[src/rwhd_pkg.sv]
// ----------------------------------------------------------------------------
// rwhd_pkg
// Shared widths, node and slot layouts and control structs for the
// rank-weight Huffman decoder.
// ----------------------------------------------------------------------------
package rwhd_pkg;

  localparam int MAX_SYMBOLS = 64;
  localparam int NODE_COUNT  = 2 * MAX_SYMBOLS - 1;
  localparam int SYM_W       = 6;
  localparam int NODE_W      = 7;
  localparam int CNT_W       = 7;
  localparam int WEIGHT_W    = 12;
  localparam int LEN_W       = 6;
  localparam int DATA_W      = 32;
  localparam int ADDR_W      = 3;

  localparam logic [CNT_W-1:0] COUNT_MIN = CNT_W'(2);
  localparam logic [CNT_W-1:0] COUNT_MAX = CNT_W'(MAX_SYMBOLS);

  localparam logic REG_SYMBOL_COUNT = 1'b0;

  typedef struct packed {
    logic              leaf;
    logic [SYM_W-1:0]  symbol;
    logic [NODE_W-1:0] left;
    logic [NODE_W-1:0] right;
  } node_entry_t;

  typedef struct packed {
    logic                en;
    logic [NODE_W-1:0]   addr;
    node_entry_t         entry;
  } node_wr_t;

  typedef struct packed {
    logic [WEIGHT_W-1:0] weight;
    logic [NODE_W-1:0]   node;
  } slot_t;

  typedef struct packed {
    logic             start;
    logic [CNT_W-1:0] count;
  } cfg_ctl_t;

  typedef struct packed {
    logic        built;
    logic        load;
    node_entry_t root;
  } tree_ctl_t;

endpackage

[src/rwhd_in_if.sv]
// ----------------------------------------------------------------------------
// rwhd_in_if
// Code bit channel: valid/ready transfer of one code bit.
// ----------------------------------------------------------------------------
interface rwhd_in_if;
  logic valid;
  logic ready;
  logic code_bit;

  modport source (output valid, output code_bit, input ready);
  modport sink (input valid, input code_bit, output ready);
endinterface

[src/rwhd_out_if.sv]
// ----------------------------------------------------------------------------
// rwhd_out_if
// Result channel: valid/ready transfer of a decoded symbol and its length.
// ----------------------------------------------------------------------------
interface rwhd_out_if;
  logic                      valid;
  logic                      ready;
  logic [rwhd_pkg::SYM_W-1:0] symbol;
  logic [rwhd_pkg::LEN_W-1:0] code_length;

  modport source (output valid, output symbol, output code_length, input ready);
  modport sink (input valid, input symbol, input code_length, output ready);
endinterface

[src/rwhd_cfg.sv]
// ----------------------------------------------------------------------------
// rwhd_cfg
// APB-style register port holding symbol_count; a write clamps the value
// and starts a tree rebuild.
// ----------------------------------------------------------------------------
module rwhd_cfg (
  input  logic                        clk,
  input  logic                        rst_n,
  input  logic                        psel,
  input  logic                        penable,
  input  logic                        pwrite,
  input  logic [rwhd_pkg::ADDR_W-1:0] paddr,
  input  logic [rwhd_pkg::DATA_W-1:0] pwdata,
  output logic [rwhd_pkg::DATA_W-1:0] prdata,
  output logic                        pready,
  output rwhd_pkg::cfg_ctl_t          ctl
);

  logic [rwhd_pkg::CNT_W-1:0] count_r;
  logic [rwhd_pkg::CNT_W-1:0] count_nxt;
  logic                       start_r;
  logic                       wr_hit;
  logic [rwhd_pkg::CNT_W-1:0] wval;

  assign pready = 1'b1;
  assign wr_hit = psel && penable && pwrite && (paddr[2] == rwhd_pkg::REG_SYMBOL_COUNT);
  assign wval   = pwdata[rwhd_pkg::CNT_W-1:0];

  always_comb begin
    priority if (wval < rwhd_pkg::COUNT_MIN) begin
      count_nxt = rwhd_pkg::COUNT_MIN;
    end else if (wval > rwhd_pkg::COUNT_MAX) begin
      count_nxt = rwhd_pkg::COUNT_MAX;
    end else begin
      count_nxt = wval;
    end
  end

  always_ff @(posedge clk) begin
    if (!rst_n) begin
      count_r <= rwhd_pkg::COUNT_MIN;
      start_r <= 1'b0;
    end else begin
      start_r <= wr_hit;
      if (wr_hit) begin
        count_r <= count_nxt;
      end
    end
  end

  always_comb begin
    prdata = '0;
    if (paddr[2] == rwhd_pkg::REG_SYMBOL_COUNT) begin
      prdata = rwhd_pkg::DATA_W'(count_r);
    end
  end

  assign ctl.start = start_r;
  assign ctl.count = count_r;

endmodule

[src/rwhd_builder.sv]
// ----------------------------------------------------------------------------
// rwhd_builder
// Tree build sequencer: loads leaf slots, then per merge scans the slot
// memory for the two lightest live slots and writes one inner node.
// ----------------------------------------------------------------------------
module rwhd_builder (
  input  logic                 clk,
  input  logic                 rst_n,
  input  rwhd_pkg::cfg_ctl_t   ctl,
  output rwhd_pkg::node_wr_t   node_wr,
  output rwhd_pkg::tree_ctl_t  tree
);

  localparam logic [1:0] ST_INIT  = 2'd0;
  localparam logic [1:0] ST_SCAN  = 2'd1;
  localparam logic [1:0] ST_MERGE = 2'd2;
  localparam logic [1:0] ST_DONE  = 2'd3;

  localparam int IDX_W = $clog2(rwhd_pkg::MAX_SYMBOLS);

  logic [1:0]                        state_r;
  logic [rwhd_pkg::CNT_W-1:0]        idx_r;
  logic [rwhd_pkg::CNT_W-1:0]        merges_r;
  logic [rwhd_pkg::NODE_W-1:0]       next_r;
  logic [rwhd_pkg::MAX_SYMBOLS-1:0]  live_r;
  logic                              rd_vld_r;
  logic [IDX_W-1:0]                  rd_idx_r;
  logic                              f1_r;
  logic                              f2_r;
  logic [IDX_W-1:0]                  b1_idx_r;
  logic [IDX_W-1:0]                  b2_idx_r;
  rwhd_pkg::slot_t                   b1_r;
  rwhd_pkg::slot_t                   b2_r;
  logic                              load_r;
  rwhd_pkg::node_entry_t             root_r;

  rwhd_pkg::slot_t                   slot_mem [rwhd_pkg::MAX_SYMBOLS];
  rwhd_pkg::slot_t                   rd_data_r;
  logic                              slot_we;
  logic [IDX_W-1:0]                  slot_waddr;
  rwhd_pkg::slot_t                   slot_wdata;
  logic                              slot_re;
  logic                              last_merge;
  rwhd_pkg::node_entry_t             merged;

  assign slot_re    = (state_r == ST_SCAN) && (idx_r < ctl.count);
  assign last_merge = (merges_r == (ctl.count - rwhd_pkg::CNT_W'(2)));

  always_comb begin
    merged.leaf   = 1'b0;
    merged.symbol = '0;
    merged.left   = b1_r.node;
    merged.right  = b2_r.node;
  end

  always_comb begin
    slot_we           = 1'b0;
    slot_waddr        = idx_r[IDX_W-1:0];
    slot_wdata.weight = rwhd_pkg::WEIGHT_W'(idx_r) + rwhd_pkg::WEIGHT_W'(1);
    slot_wdata.node   = rwhd_pkg::NODE_W'(idx_r);
    node_wr.en           = 1'b0;
    node_wr.addr         = rwhd_pkg::NODE_W'(idx_r);
    node_wr.entry.leaf   = 1'b1;
    node_wr.entry.symbol = idx_r[rwhd_pkg::SYM_W-1:0];
    node_wr.entry.left   = '0;
    node_wr.entry.right  = '0;
    unique case (state_r)
      ST_INIT: begin
        slot_we    = 1'b1;
        node_wr.en = 1'b1;
      end
      ST_MERGE: begin
        slot_we           = 1'b1;
        slot_waddr        = b1_idx_r;
        slot_wdata.weight = b1_r.weight + b2_r.weight;
        slot_wdata.node   = next_r;
        node_wr.en        = 1'b1;
        node_wr.addr      = next_r;
        node_wr.entry     = merged;
      end
      default: begin
      end
    endcase
  end

  always_ff @(posedge clk) begin
    if (slot_we) begin
      slot_mem[slot_waddr] <= slot_wdata;
    end
    if (slot_re) begin
      rd_data_r <= slot_mem[idx_r[IDX_W-1:0]];
    end
  end

  always_ff @(posedge clk) begin
    if (!rst_n || ctl.start) begin
      state_r  <= ST_INIT;
      idx_r    <= '0;
      merges_r <= '0;
      next_r   <= '0;
      live_r   <= '1;
      rd_vld_r <= 1'b0;
      f1_r     <= 1'b0;
      f2_r     <= 1'b0;
      load_r   <= 1'b0;
    end else begin
      load_r   <= 1'b0;
      rd_vld_r <= slot_re;
      rd_idx_r <= idx_r[IDX_W-1:0];
      unique case (state_r)
        ST_INIT: begin
          if (idx_r == ctl.count - rwhd_pkg::CNT_W'(1)) begin
            state_r <= ST_SCAN;
            idx_r   <= '0;
            next_r  <= rwhd_pkg::NODE_W'(ctl.count);
            f1_r    <= 1'b0;
            f2_r    <= 1'b0;
          end else begin
            idx_r <= idx_r + rwhd_pkg::CNT_W'(1);
          end
        end
        ST_SCAN: begin
          if (slot_re) begin
            idx_r <= idx_r + rwhd_pkg::CNT_W'(1);
          end
          if (rd_vld_r && live_r[rd_idx_r]) begin
            priority if (!f1_r || (rd_data_r.weight < b1_r.weight)) begin
              f1_r     <= 1'b1;
              b1_idx_r <= rd_idx_r;
              b1_r     <= rd_data_r;
              f2_r     <= f1_r;
              b2_idx_r <= b1_idx_r;
              b2_r     <= b1_r;
            end else if (!f2_r || (rd_data_r.weight < b2_r.weight)) begin
              f2_r     <= 1'b1;
              b2_idx_r <= rd_idx_r;
              b2_r     <= rd_data_r;
            end else begin
            end
          end
          if (!slot_re && !rd_vld_r) begin
            state_r <= ST_MERGE;
          end
        end
        ST_MERGE: begin
          live_r[b2_idx_r] <= 1'b0;
          next_r           <= next_r + rwhd_pkg::NODE_W'(1);
          merges_r         <= merges_r + rwhd_pkg::CNT_W'(1);
          idx_r            <= '0;
          f1_r             <= 1'b0;
          f2_r             <= 1'b0;
          if (last_merge) begin
            state_r <= ST_DONE;
            load_r  <= 1'b1;
            root_r  <= merged;
          end else begin
            state_r <= ST_SCAN;
          end
        end
        default: begin
        end
      endcase
    end
  end

  // hold off code bits while the root loads and while a rebuild is pending
  assign tree.built = (state_r == ST_DONE) && !load_r && !ctl.start;
  assign tree.load  = load_r;
  assign tree.root  = root_r;

  a_merge_pair: assert property (@(posedge clk) disable iff (!rst_n)
    (state_r == ST_MERGE) |-> (f1_r && f2_r && (b1_idx_r != b2_idx_r)))
    else $error("merge without two distinct live slots");

  a_node_range: assert property (@(posedge clk) disable iff (!rst_n)
    node_wr.en |-> (node_wr.addr < rwhd_pkg::NODE_W'(rwhd_pkg::NODE_COUNT)))
    else $error("node write beyond table");

  a_load_done: assert property (@(posedge clk) disable iff (!rst_n || ctl.start)
    load_r |-> (state_r == ST_DONE))
    else $error("root load outside completed build");

endmodule

[src/rwhd_walker.sv]
// ----------------------------------------------------------------------------
// rwhd_walker
// Node table and tree walk: one node read per code bit, result register on
// reaching a leaf, return to the root.
// ----------------------------------------------------------------------------
module rwhd_walker (
  input  logic                 clk,
  input  logic                 rst_n,
  input  rwhd_pkg::node_wr_t   node_wr,
  input  rwhd_pkg::tree_ctl_t  tree,
  rwhd_in_if.sink              in_ch,
  rwhd_out_if.source           out_ch
);

  rwhd_pkg::node_entry_t        node_mem [rwhd_pkg::NODE_COUNT];
  rwhd_pkg::node_entry_t        rd_q;
  rwhd_pkg::node_entry_t        cur_r;
  rwhd_pkg::node_entry_t        root_r;
  rwhd_pkg::node_entry_t        eff;
  logic [rwhd_pkg::LEN_W-1:0]   depth_r;
  logic [rwhd_pkg::LEN_W-1:0]   pend_depth_r;
  logic [rwhd_pkg::LEN_W-1:0]   depth_eff;
  logic                         busy_r;
  logic                         out_valid_r;
  logic [rwhd_pkg::SYM_W-1:0]   symbol_r;
  logic [rwhd_pkg::LEN_W-1:0]   length_r;
  logic                         out_free;
  logic                         resolve_ok;
  logic                         resolve;
  logic                         accept;
  logic [rwhd_pkg::NODE_W-1:0]  rd_addr;

  assign out_free   = !out_valid_r || out_ch.ready;
  assign resolve_ok = !rd_q.leaf || out_free;
  assign resolve    = busy_r && resolve_ok;

  always_comb begin
    eff       = cur_r;
    depth_eff = depth_r;
    if (busy_r) begin
      if (rd_q.leaf) begin
        eff       = root_r;
        depth_eff = '0;
      end else begin
        eff       = rd_q;
        depth_eff = pend_depth_r;
      end
    end
  end

  assign in_ch.ready = tree.built && (!busy_r || resolve_ok);
  assign accept      = in_ch.valid && in_ch.ready;
  assign rd_addr     = in_ch.code_bit ? eff.right : eff.left;

  always_ff @(posedge clk) begin
    if (node_wr.en) begin
      node_mem[node_wr.addr] <= node_wr.entry;
    end
    if (accept) begin
      rd_q <= node_mem[rd_addr];
    end
  end

  always_ff @(posedge clk) begin
    if (!rst_n) begin
      busy_r      <= 1'b0;
      out_valid_r <= 1'b0;
      depth_r     <= '0;
    end else if (tree.load) begin
      busy_r      <= 1'b0;
      out_valid_r <= 1'b0;
      depth_r     <= '0;
      cur_r       <= tree.root;
      root_r      <= tree.root;
    end else begin
      if (resolve) begin
        cur_r   <= eff;
        depth_r <= depth_eff;
      end
      if (accept) begin
        busy_r       <= 1'b1;
        pend_depth_r <= depth_eff + rwhd_pkg::LEN_W'(1);
      end else if (resolve) begin
        busy_r <= 1'b0;
      end
      if (resolve && rd_q.leaf) begin
        out_valid_r <= 1'b1;
        symbol_r    <= rd_q.symbol;
        length_r    <= pend_depth_r;
      end else if (out_ch.ready) begin
        out_valid_r <= 1'b0;
      end
    end
  end

  assign out_ch.valid       = out_valid_r;
  assign out_ch.symbol      = symbol_r;
  assign out_ch.code_length = length_r;

  a_accept_built: assert property (@(posedge clk) disable iff (!rst_n)
    accept |-> tree.built)
    else $error("code bit taken before tree is built");

  a_leaf_result: assert property (@(posedge clk) disable iff (!rst_n || tree.load)
    (resolve && rd_q.leaf) |=> (out_valid_r && (length_r != '0)))
    else $error("leaf reached without result");

  a_stall_hold: assert property (@(posedge clk) disable iff (!rst_n || tree.load)
    (busy_r && rd_q.leaf && !out_free) |=> busy_r)
    else $error("pending leaf dropped under output stall");

endmodule

[src/rank_weight_huffman_decoder.sv]
// ----------------------------------------------------------------------------
// rank_weight_huffman_decoder
// Huffman decoder with a tree built from the symbol count (weight k+1).
// A result is registered in out_valid_r after the node read for its last bit
// is registered in rd_q; an output stall can hold it. Throughput: one code bit
// per cycle while the output is not stalled; the node-table read feeds the next
// address through a bypass of the registered read data. Reset rebuilds the
// tree, as does a symbol_count write; in_ch.ready is low until the root loads.
// ----------------------------------------------------------------------------
module rank_weight_huffman_decoder (
  input  logic                        clk,
  input  logic                        rst_n,
  rwhd_in_if.sink                     in_ch,
  rwhd_out_if.source                  out_ch,
  input  logic                        psel,
  input  logic                        penable,
  input  logic                        pwrite,
  input  logic [rwhd_pkg::ADDR_W-1:0] paddr,
  input  logic [rwhd_pkg::DATA_W-1:0] pwdata,
  output logic [rwhd_pkg::DATA_W-1:0] prdata,
  output logic                        pready
);

  rwhd_pkg::cfg_ctl_t  cfg_ctl;
  rwhd_pkg::node_wr_t  node_wr;
  rwhd_pkg::tree_ctl_t tree;

  rwhd_cfg u_cfg (
    .clk     (clk),
    .rst_n   (rst_n),
    .psel    (psel),
    .penable (penable),
    .pwrite  (pwrite),
    .paddr   (paddr),
    .pwdata  (pwdata),
    .prdata  (prdata),
    .pready  (pready),
    .ctl     (cfg_ctl)
  );

  rwhd_builder u_builder (
    .clk     (clk),
    .rst_n   (rst_n),
    .ctl     (cfg_ctl),
    .node_wr (node_wr),
    .tree    (tree)
  );

  rwhd_walker u_walker (
    .clk     (clk),
    .rst_n   (rst_n),
    .node_wr (node_wr),
    .tree    (tree),
    .in_ch   (in_ch),
    .out_ch  (out_ch)
  );

endmodule
[src/flat_wrapper.sv]
// flat-port wrapper written by rule: the top's interface ports become plain ports
module rank_weight_huffman_decoder_flat 
  (clk, rst_n, psel, penable, pwrite, paddr, pwdata, prdata, pready, in_ch_valid, in_ch_code_bit, in_ch_ready, out_ch_valid, out_ch_symbol, out_ch_code_length, out_ch_ready);
  rwhd_in_if in_ch_i ();
  rwhd_out_if out_ch_i ();
  input  logic clk;
  input  logic rst_n;
  input  logic psel;
  input  logic penable;
  input  logic pwrite;
  input  logic [rwhd_pkg::ADDR_W-1:0] paddr;
  input  logic [rwhd_pkg::DATA_W-1:0] pwdata;
  output logic [rwhd_pkg::DATA_W-1:0] prdata;
  output logic pready;
  input wire logic [$bits(in_ch_i.valid)-1:0] in_ch_valid;
  input wire logic [$bits(in_ch_i.code_bit)-1:0] in_ch_code_bit;
  output wire logic [$bits(in_ch_i.ready)-1:0] in_ch_ready;
  output wire logic [$bits(out_ch_i.valid)-1:0] out_ch_valid;
  output wire logic [$bits(out_ch_i.symbol)-1:0] out_ch_symbol;
  output wire logic [$bits(out_ch_i.code_length)-1:0] out_ch_code_length;
  input wire logic [$bits(out_ch_i.ready)-1:0] out_ch_ready;
  assign in_ch_i.valid = in_ch_valid;
  assign in_ch_i.code_bit = in_ch_code_bit;
  assign in_ch_ready = in_ch_i.ready;
  assign out_ch_valid = out_ch_i.valid;
  assign out_ch_symbol = out_ch_i.symbol;
  assign out_ch_code_length = out_ch_i.code_length;
  assign out_ch_i.ready = out_ch_ready;
  rank_weight_huffman_decoder u_core (.clk(clk), .rst_n(rst_n), .in_ch(in_ch_i), .out_ch(out_ch_i), .psel(psel), .penable(penable), .pwrite(pwrite), .paddr(paddr), .pwdata(pwdata), .prdata(prdata), .pready(pready));
endmodule
[config.mk]
export PLATFORM = sky130hd
export DESIGN_NAME = rank_weight_huffman_decoder_flat
export DESIGN_NICKNAME = d
export VERILOG_FILES = /design/src/rwhd_pkg.sv /design/src/rwhd_in_if.sv /design/src/rwhd_out_if.sv /design/src/rwhd_cfg.sv /design/src/rwhd_builder.sv /design/src/rwhd_walker.sv /design/src/rank_weight_huffman_decoder.sv /design/src/flat_wrapper.sv
export SDC_FILE = /design/constraint.sdc
export NUM_CORES = 2
export LEC_CHECK = 0
export BUFFER_PORTS_ARGS = -buffer_cell sky130_fd_sc_hd__buf_2
export CAP_MARGIN = 40
export CORE_UTILIZATION = 57
export DETAILED_ROUTE_END_ITERATION = 10
export MAX_ROUTING_LAYER = met4
export PLACE_DENSITY = 0.73
export RECOVER_POWER = 25
export SYNTH_ARGS = -nofsm -noshare
export SYNTH_HDL_FRONTEND = slang
export SYNTH_SLANG_ARGS = --single-unit
[constraint.sdc]
create_clock -name clk -period 7.1 [get_ports clk]
set_input_delay 0 -clock clk [delete_from_list [all_inputs] [get_ports clk]]
set_output_delay 0 -clock clk [all_outputs]
set_load 0.01 [all_outputs]
# [After elaboration in Yosys (flattened, before gate mapping)]
# Memory sizes are Yosys's and may differ from the RTL's. A register that Yosys moved wholly into a read port is not among the register bits.
# Index checks and enable logic that the tools add are counted.
[totals] out_inout_bits=47 mem_bits_rw=3883 n_memories=2 in_bits=43 word_cells=163 regBits=223
[mem_list] memory="u_core.u_walker.node_mem" depth=127 word_bits=21 rd=1 rd_ports_with_merged_regs=1 write_ports=1 line_no="rwhd_walker.sv:15" source="rwhd_pkg::node_entry_t node_mem [rwhd_pkg::NODE_COUNT];"
[mem_list] memory="u_core.u_builder.slot_mem" depth=64 word_bits=19 rd=1 rd_ports_with_merged_regs=1 write_ports=1 line_no="rwhd_builder.sv:37" source="rwhd_pkg::slot_t slot_mem [rwhd_pkg::MAX_SYMBOLS];"
[classes] magnitude_cmp=8 n_addsub=8 reduce_logical=51 bitwise=7 n_eq_ne=11 muxes=46
[ops] op="$and A64 B64 Y64" n=1
[ops] op="$not A64 Y64" n=1
[ops] op="$mux W19" n=3
[ops] op="$mux W14" n=4
[ops] op="$mux W7" n=7
[ops] op="$mux W6" n=5
[ops] op="$mux W28" n=1
[ops] op="$lt A12 B12 Y1" n=2
[ops] op="$add A7 B1 Y7 const B" n=3
[ops] op="$pmux W7 S3" n=1
[ops] op="$mux W1" n=16
[ops] op="$reduce_and A4 Y1" n=4
[ops] op="$eq A7 B7 Y1" n=2
[ops] op="$lt A6 B7 Y1 const B" n=2
[ops] op="$pmux W7 S2" n=1
[ops] op="$logic_and A1 B1 Y1" n=13
[ops] op="$add A12 B12 Y12" n=1
[ops] op="$reduce_and A3 Y1" n=4
[ops] op="$logic_not A1 Y1" n=10
[ops] op="$reduce_bool A2 Y1" n=5
[ops] op="$add A7 B1 Y8 const B" n=1
[ops] op="$reduce_and A2 Y1" n=4
[ops] op="$gt A7 B7 Y1 const B" n=1
[ops] op="$lt A7 B2 Y1 const B" n=1
[ops] op="other kinds (20)" n=38

# [Logic depth before layout (Yosys ltp)]
[depth] word_depth=7 ltp_mapped=15 ltp_nobuf=11

# [Cells and area by module]
# Synthesis repeated with hierarchy kept, for this count alone.
[unflattened] hier_cells=10392 area_unflattened_um2=163780.8
[modules_own_cells] module="rwhd_walker" area_per_inst_um2=107792.1 seq_area_each_um2=82258.9 cells_per_inst=7630 n_inst=1
[modules_own_cells] module="rwhd_builder" area_per_inst_um2=55378.1 seq_area_each_um2=41009.3 cells_per_inst=2690 n_inst=1
[modules_own_cells] module="rwhd_cfg" area_per_inst_um2=610.6 seq_area_each_um2=160.2 cells_per_inst=72 n_inst=1

# [Worst setup path before layout]
# OpenSTA, ideal clock, no wires.
[synth_timing] kind="reg-to-reg" from="reg u_core.u_builder.idx_r[0] (netlist bit)" to="mem u_core.u_walker.node_mem[93][0] (netlist bit) (enable)" period_less_slack_ns=7.817 n_path_buf=4 required_ns=6.701 t_arrival_ns=7.418 path_stages_with_launch=11 setup_ns=0.399 setup_slack_ns=-0.717 path_cell_list="dfxtp_1 > clkbuf_1 > clkbuf_1 > buf_1 > inv_1 > nor2_1 > a21oi_1 > clkinv_1 > nand3_1 > clkbuf_1 > nor2_1"
[synth_rtl] item="start: declaration" line_no="rwhd_builder.sv:22" source="logic [rwhd_pkg::CNT_W-1:0] idx_r;"
[synth_rtl] item="start signal: assignment" line_no="rwhd_builder.sv:119" source="idx_r <= idx_r + rwhd_pkg::CNT_W'(1);"
[synth_rtl] item="start signal: assignment" line_no="rwhd_builder.sv:124" source="idx_r <= idx_r + rwhd_pkg::CNT_W'(1);"
[synth_rtl] item="end: declaration" line_no="rwhd_walker.sv:15"

# [Worst setup path in the final report]
[layout_timing] from="reg u_core.u_builder.state_r[0]" to="mem u_core.u_walker.node_mem[100][20] (netlist bit), data pin"
[layout_between] elab_chain_cells=2
[layout_rtl] item="start: declaration" line_no="rwhd_builder.sv:21" source="logic [1:0] state_r;"
[layout_rtl] item="start signal: assignment" line_no="rwhd_builder.sv:97" source="state_r <= ST_INIT;"
[layout_rtl] item="start signal: assignment" line_no="rwhd_builder.sv:113" source="state_r <= ST_SCAN;"
[layout_rtl] item="start signal: assignment" line_no="rwhd_builder.sv:142" source="state_r <= ST_MERGE;"
[layout_rtl] item="$eq A2 B2 Y1" line_no="rwhd_builder.sv:67" source="unique case (state_r)"
[layout_rtl] item="$mux W28" line_no="rwhd_builder.sv:67"
# No other way between the ends.

==> metrics <==
# nets final 10,690; Final Cell Area 183,900 sq um; clock skew 0.1158 ns; H-tree depth 5; overall routed net length 448,600 um; Yosys reg bits 4,146; Worst EP required 7.20 ns; Fin Hold WS 0.05569 ns; crit path time final 6.209 ns; first-pass GRT wire length 643,300 um; global route overflow 0; DRT Pass-1 Iters 8; FF-to-FF End u_core.u_walker.node_mem[100][20]; Setup Crit Path Kind register to register; register area share after synthesis 0.7551; Max Fclk 161.1 MHz; clock sinks 4,146; ys async rst share 0; peak supply drop 0.4318 mV; Hold Path Cell Cnt 5; Min-Delay Path Class input port to register; Iteration-0 DRC Markers 14,680; worst hold path startpoint pwdata[3]; ranking of synthesized cells by area edfxtp_1, mux4_2, nand2_1; unrepaired setup endpoints after global routing false; synthesis-to-finish area growth 12.48%; Final period util 0.8745; CP Capture Type register; Core Box Area 285,200 sq um; status finished with violations; overall die width 537.5 um; gpl congestion 0.9455; hpwl dp 252,000 um; full die area 288,900 sq um; Vias/cell 6.609; Top FF cell, synth edfxtp_1; wire per inst 30.48 um; post_cts resized 0; sum of negative setup slack 0 ns; clk buf depth 4; Final ANT Viol Nets 0; R2R depth 4; Cells after Synth 10,300; Worst R2R Setup Slack 0.89 ns; mean post-synth cell area 15.88 sq um; Yosys Warn Count 0; largest area contributor in the netlist edfxtp_1; Cell Pwr Density 301.5 nW/um^2; # rows 196; pin count of the biggest net entering global routing 139; Leakage Power 60.70 nW; failing checks max-capacitance violations, max-slew violations; DRC Markers 0; final-layout fill cell count 18,710; layout cell share with drive strength beyond 1 0.1570; FF-to-FF Start u_core.u_builder.state_r[0]; Clk Latency, worst-skew pair 0.97 ns; Crit Path Max Fanout 79; relative slew slack -1.983; Post-Synthesis Cell Area 163,500 sq um; Initial Util 0.5731; Critical Path Source Type register; Root Buffer clkbuf_16; Max Cap Violations 22; Die Y-Extent 537.5 um; initial antenna violation count 27; Synth top area share 0.7420; CP arrival 6.31 ns; Post-synth EDFFs 4,039; IO Count 90; Placed Area 170,900 sq um; DR vias 97,260; Synth cell types 72; CTS tree done; Hold Violations, Final 0; Hold Path End u_core.u_cfg.count_r[3]; I/O Buffers 36; Slew Viols, Final 900; worst slew pin tran 4.474 ns; cts bufs inserted 402; GRT Resource Usage Total 0.3182; clock slew at reported path FFs 0.06 ns; vias in the first global route 94,800; setup violators final 0
critical path, cell delays in order, from the launching register on:
cell and delay (ns):
dfxtp_1 0.45, inv_1 0.11, ha_1 0.67, inv_6 0.76, clkbuf_1 3.17
cell usage after synthesis (12+ instances only):
master / n
edfxtp_1: 4039
nand2_1: 1895
a21oi_1: 510
mux2i_1: 471
nand3_1: 471
mux4_2: 432
nor2_1: 372
clkbuf_1: 328
o22ai_1: 208
buf_2: 160
nor4_1: 147
a311oi_1: 144
o21ai_0: 135
buf_1: 115
dfxtp_1: 107
and3_1: 94
nor3_1: 85
inv_1: 73
a31oi_1: 70
ha_1: 53
buf_4: 34
mux2_2: 31
nand4_1: 27
and2_1: 23
xnor2_1: 22
nor2b_1: 19
or4_1: 18
o221ai_1: 16
buf_6: 14
a21o_1: 13
xor2_1: 13
o31ai_1: 12
area by class of cell:
| class | instances | area (sq um) | share of cell area |
|---|---|---|---|
| clock inverter | 228 | 2082 | 0.01132 |
| multi-input combinational | 5446 | 37700 | 0.2051 |
| tap | 3762 | 4707 | 0.02560 |
| timing repair buffer | 523 | 4775 | 0.02597 |
| sequential | 4146 | 123400 | 0.6714 |
| clock buffer | 510 | 10790 | 0.05868 |
| inverter | 77 | 299.0 | 0.001626 |
| antenna | 25 | 62.56 | 0.0003403 |
metrics by stage:
stage                     instances  setup slack, ns  power (mW)  utilization
after CTS                     14680            1.883       55.50       0.6452
after global placement        13850            1.672       34.45       0.5950
after detailed placement      13920            1.963       34.84       0.5993
final                         14720           0.8910       55.43       0.6446
after global routing          14710           0.9003       56.72       0.6446
after floorplan               10320           0.3329       32.35            -
power by group:
group	switching, mW	leakage [nW]	internal [mW]
Combinational	4.02	17.5	2.54
Sequential	0.209	36.9	27.7
Clock	9.14	6.31	11.8
cells by family (layout without fill, tap and decap cells):
group	count (synthesis)	in the layout	synth area share
other cells	2	51	0.00004595
simple gates	3187	3187	0.08338
flops	4146	4146	0.7551
compound gates	1207	1207	0.04530
xor+xnor	35	35	0.001875
fa+ha+maj	54	54	0.004179
buf+inv	728	1338	0.01937
mux	937	937	0.09073
layout by cell type, fill, tap and decap left out, types with 144 or more instances in the layout:
cell	count
nand2_1	1895
nor2_2	178
nand3_1	471
a21oi_1	507
o22ai_1	207
buf_4	332
mux2i_1	468
nor2_1	176
clkbuf_16	412
nor4_1	147
edfxtp_1	4039
mux4_2	424
a311oi_1	144
metal layers:
metal / GRT usage / wire (um)
met1: 0.4058 / 157300
met5: - / 0
met2: 0.4906 / 212300
met3: 0.05404 / 51270
met4: 0.1753 / 27720
registers in the layout, summed over array words and instances (netlist names), 7 cells and up:
signal,cells
u_core.u_builder.rd_data_r,19
u_core.u_builder.idx_r,7
u_core.u_builder.slot_mem,1216
u_core.u_builder.b1_r,19
u_core.u_builder.next_r,7
u_core.u_builder.merges_r,7
u_core.u_builder.live_r,64
u_core.u_walker.root_r,14
u_core.u_builder.b2_r,19
u_core.u_walker.rd_q,21
u_core.u_walker.node_mem,2667
u_core.u_cfg.count_r,7
u_core.u_walker.cur_r,14
u_core.u_builder.tree,14
worst max path at each step:
stage	startpoint	endpoint	slack, ns	cells past startpoint
after floorplan	u_core.u_builder.state_r[0]	u_core.u_builder.slot_mem[0][14]	0.33	6
final	u_core.u_builder.state_r[0]	u_core.u_walker.node_mem[100][20]	0.89	4
after global routing	u_core.u_builder.state_r[0]	u_core.u_walker.node_mem[91][2]	0.90	13
after CTS	u_core.u_builder.state_r[0]	u_core.u_walker.node_mem[55][12]	1.88	9
after detailed placement	u_core.u_builder.state_r[0]	u_core.u_walker.node_mem[55][10]	1.96	9
after global placement	u_core.u_builder.state_r[0]	u_core.u_walker.node_mem[103][9]	1.67	10
repair_timing:
action,CTS,global route
hold buffers,23,0
hold endpoints to repair,139,0
setup endpoints to repair,0,0
setup buffers,0,0
Power figures use the tool's default switching activity.
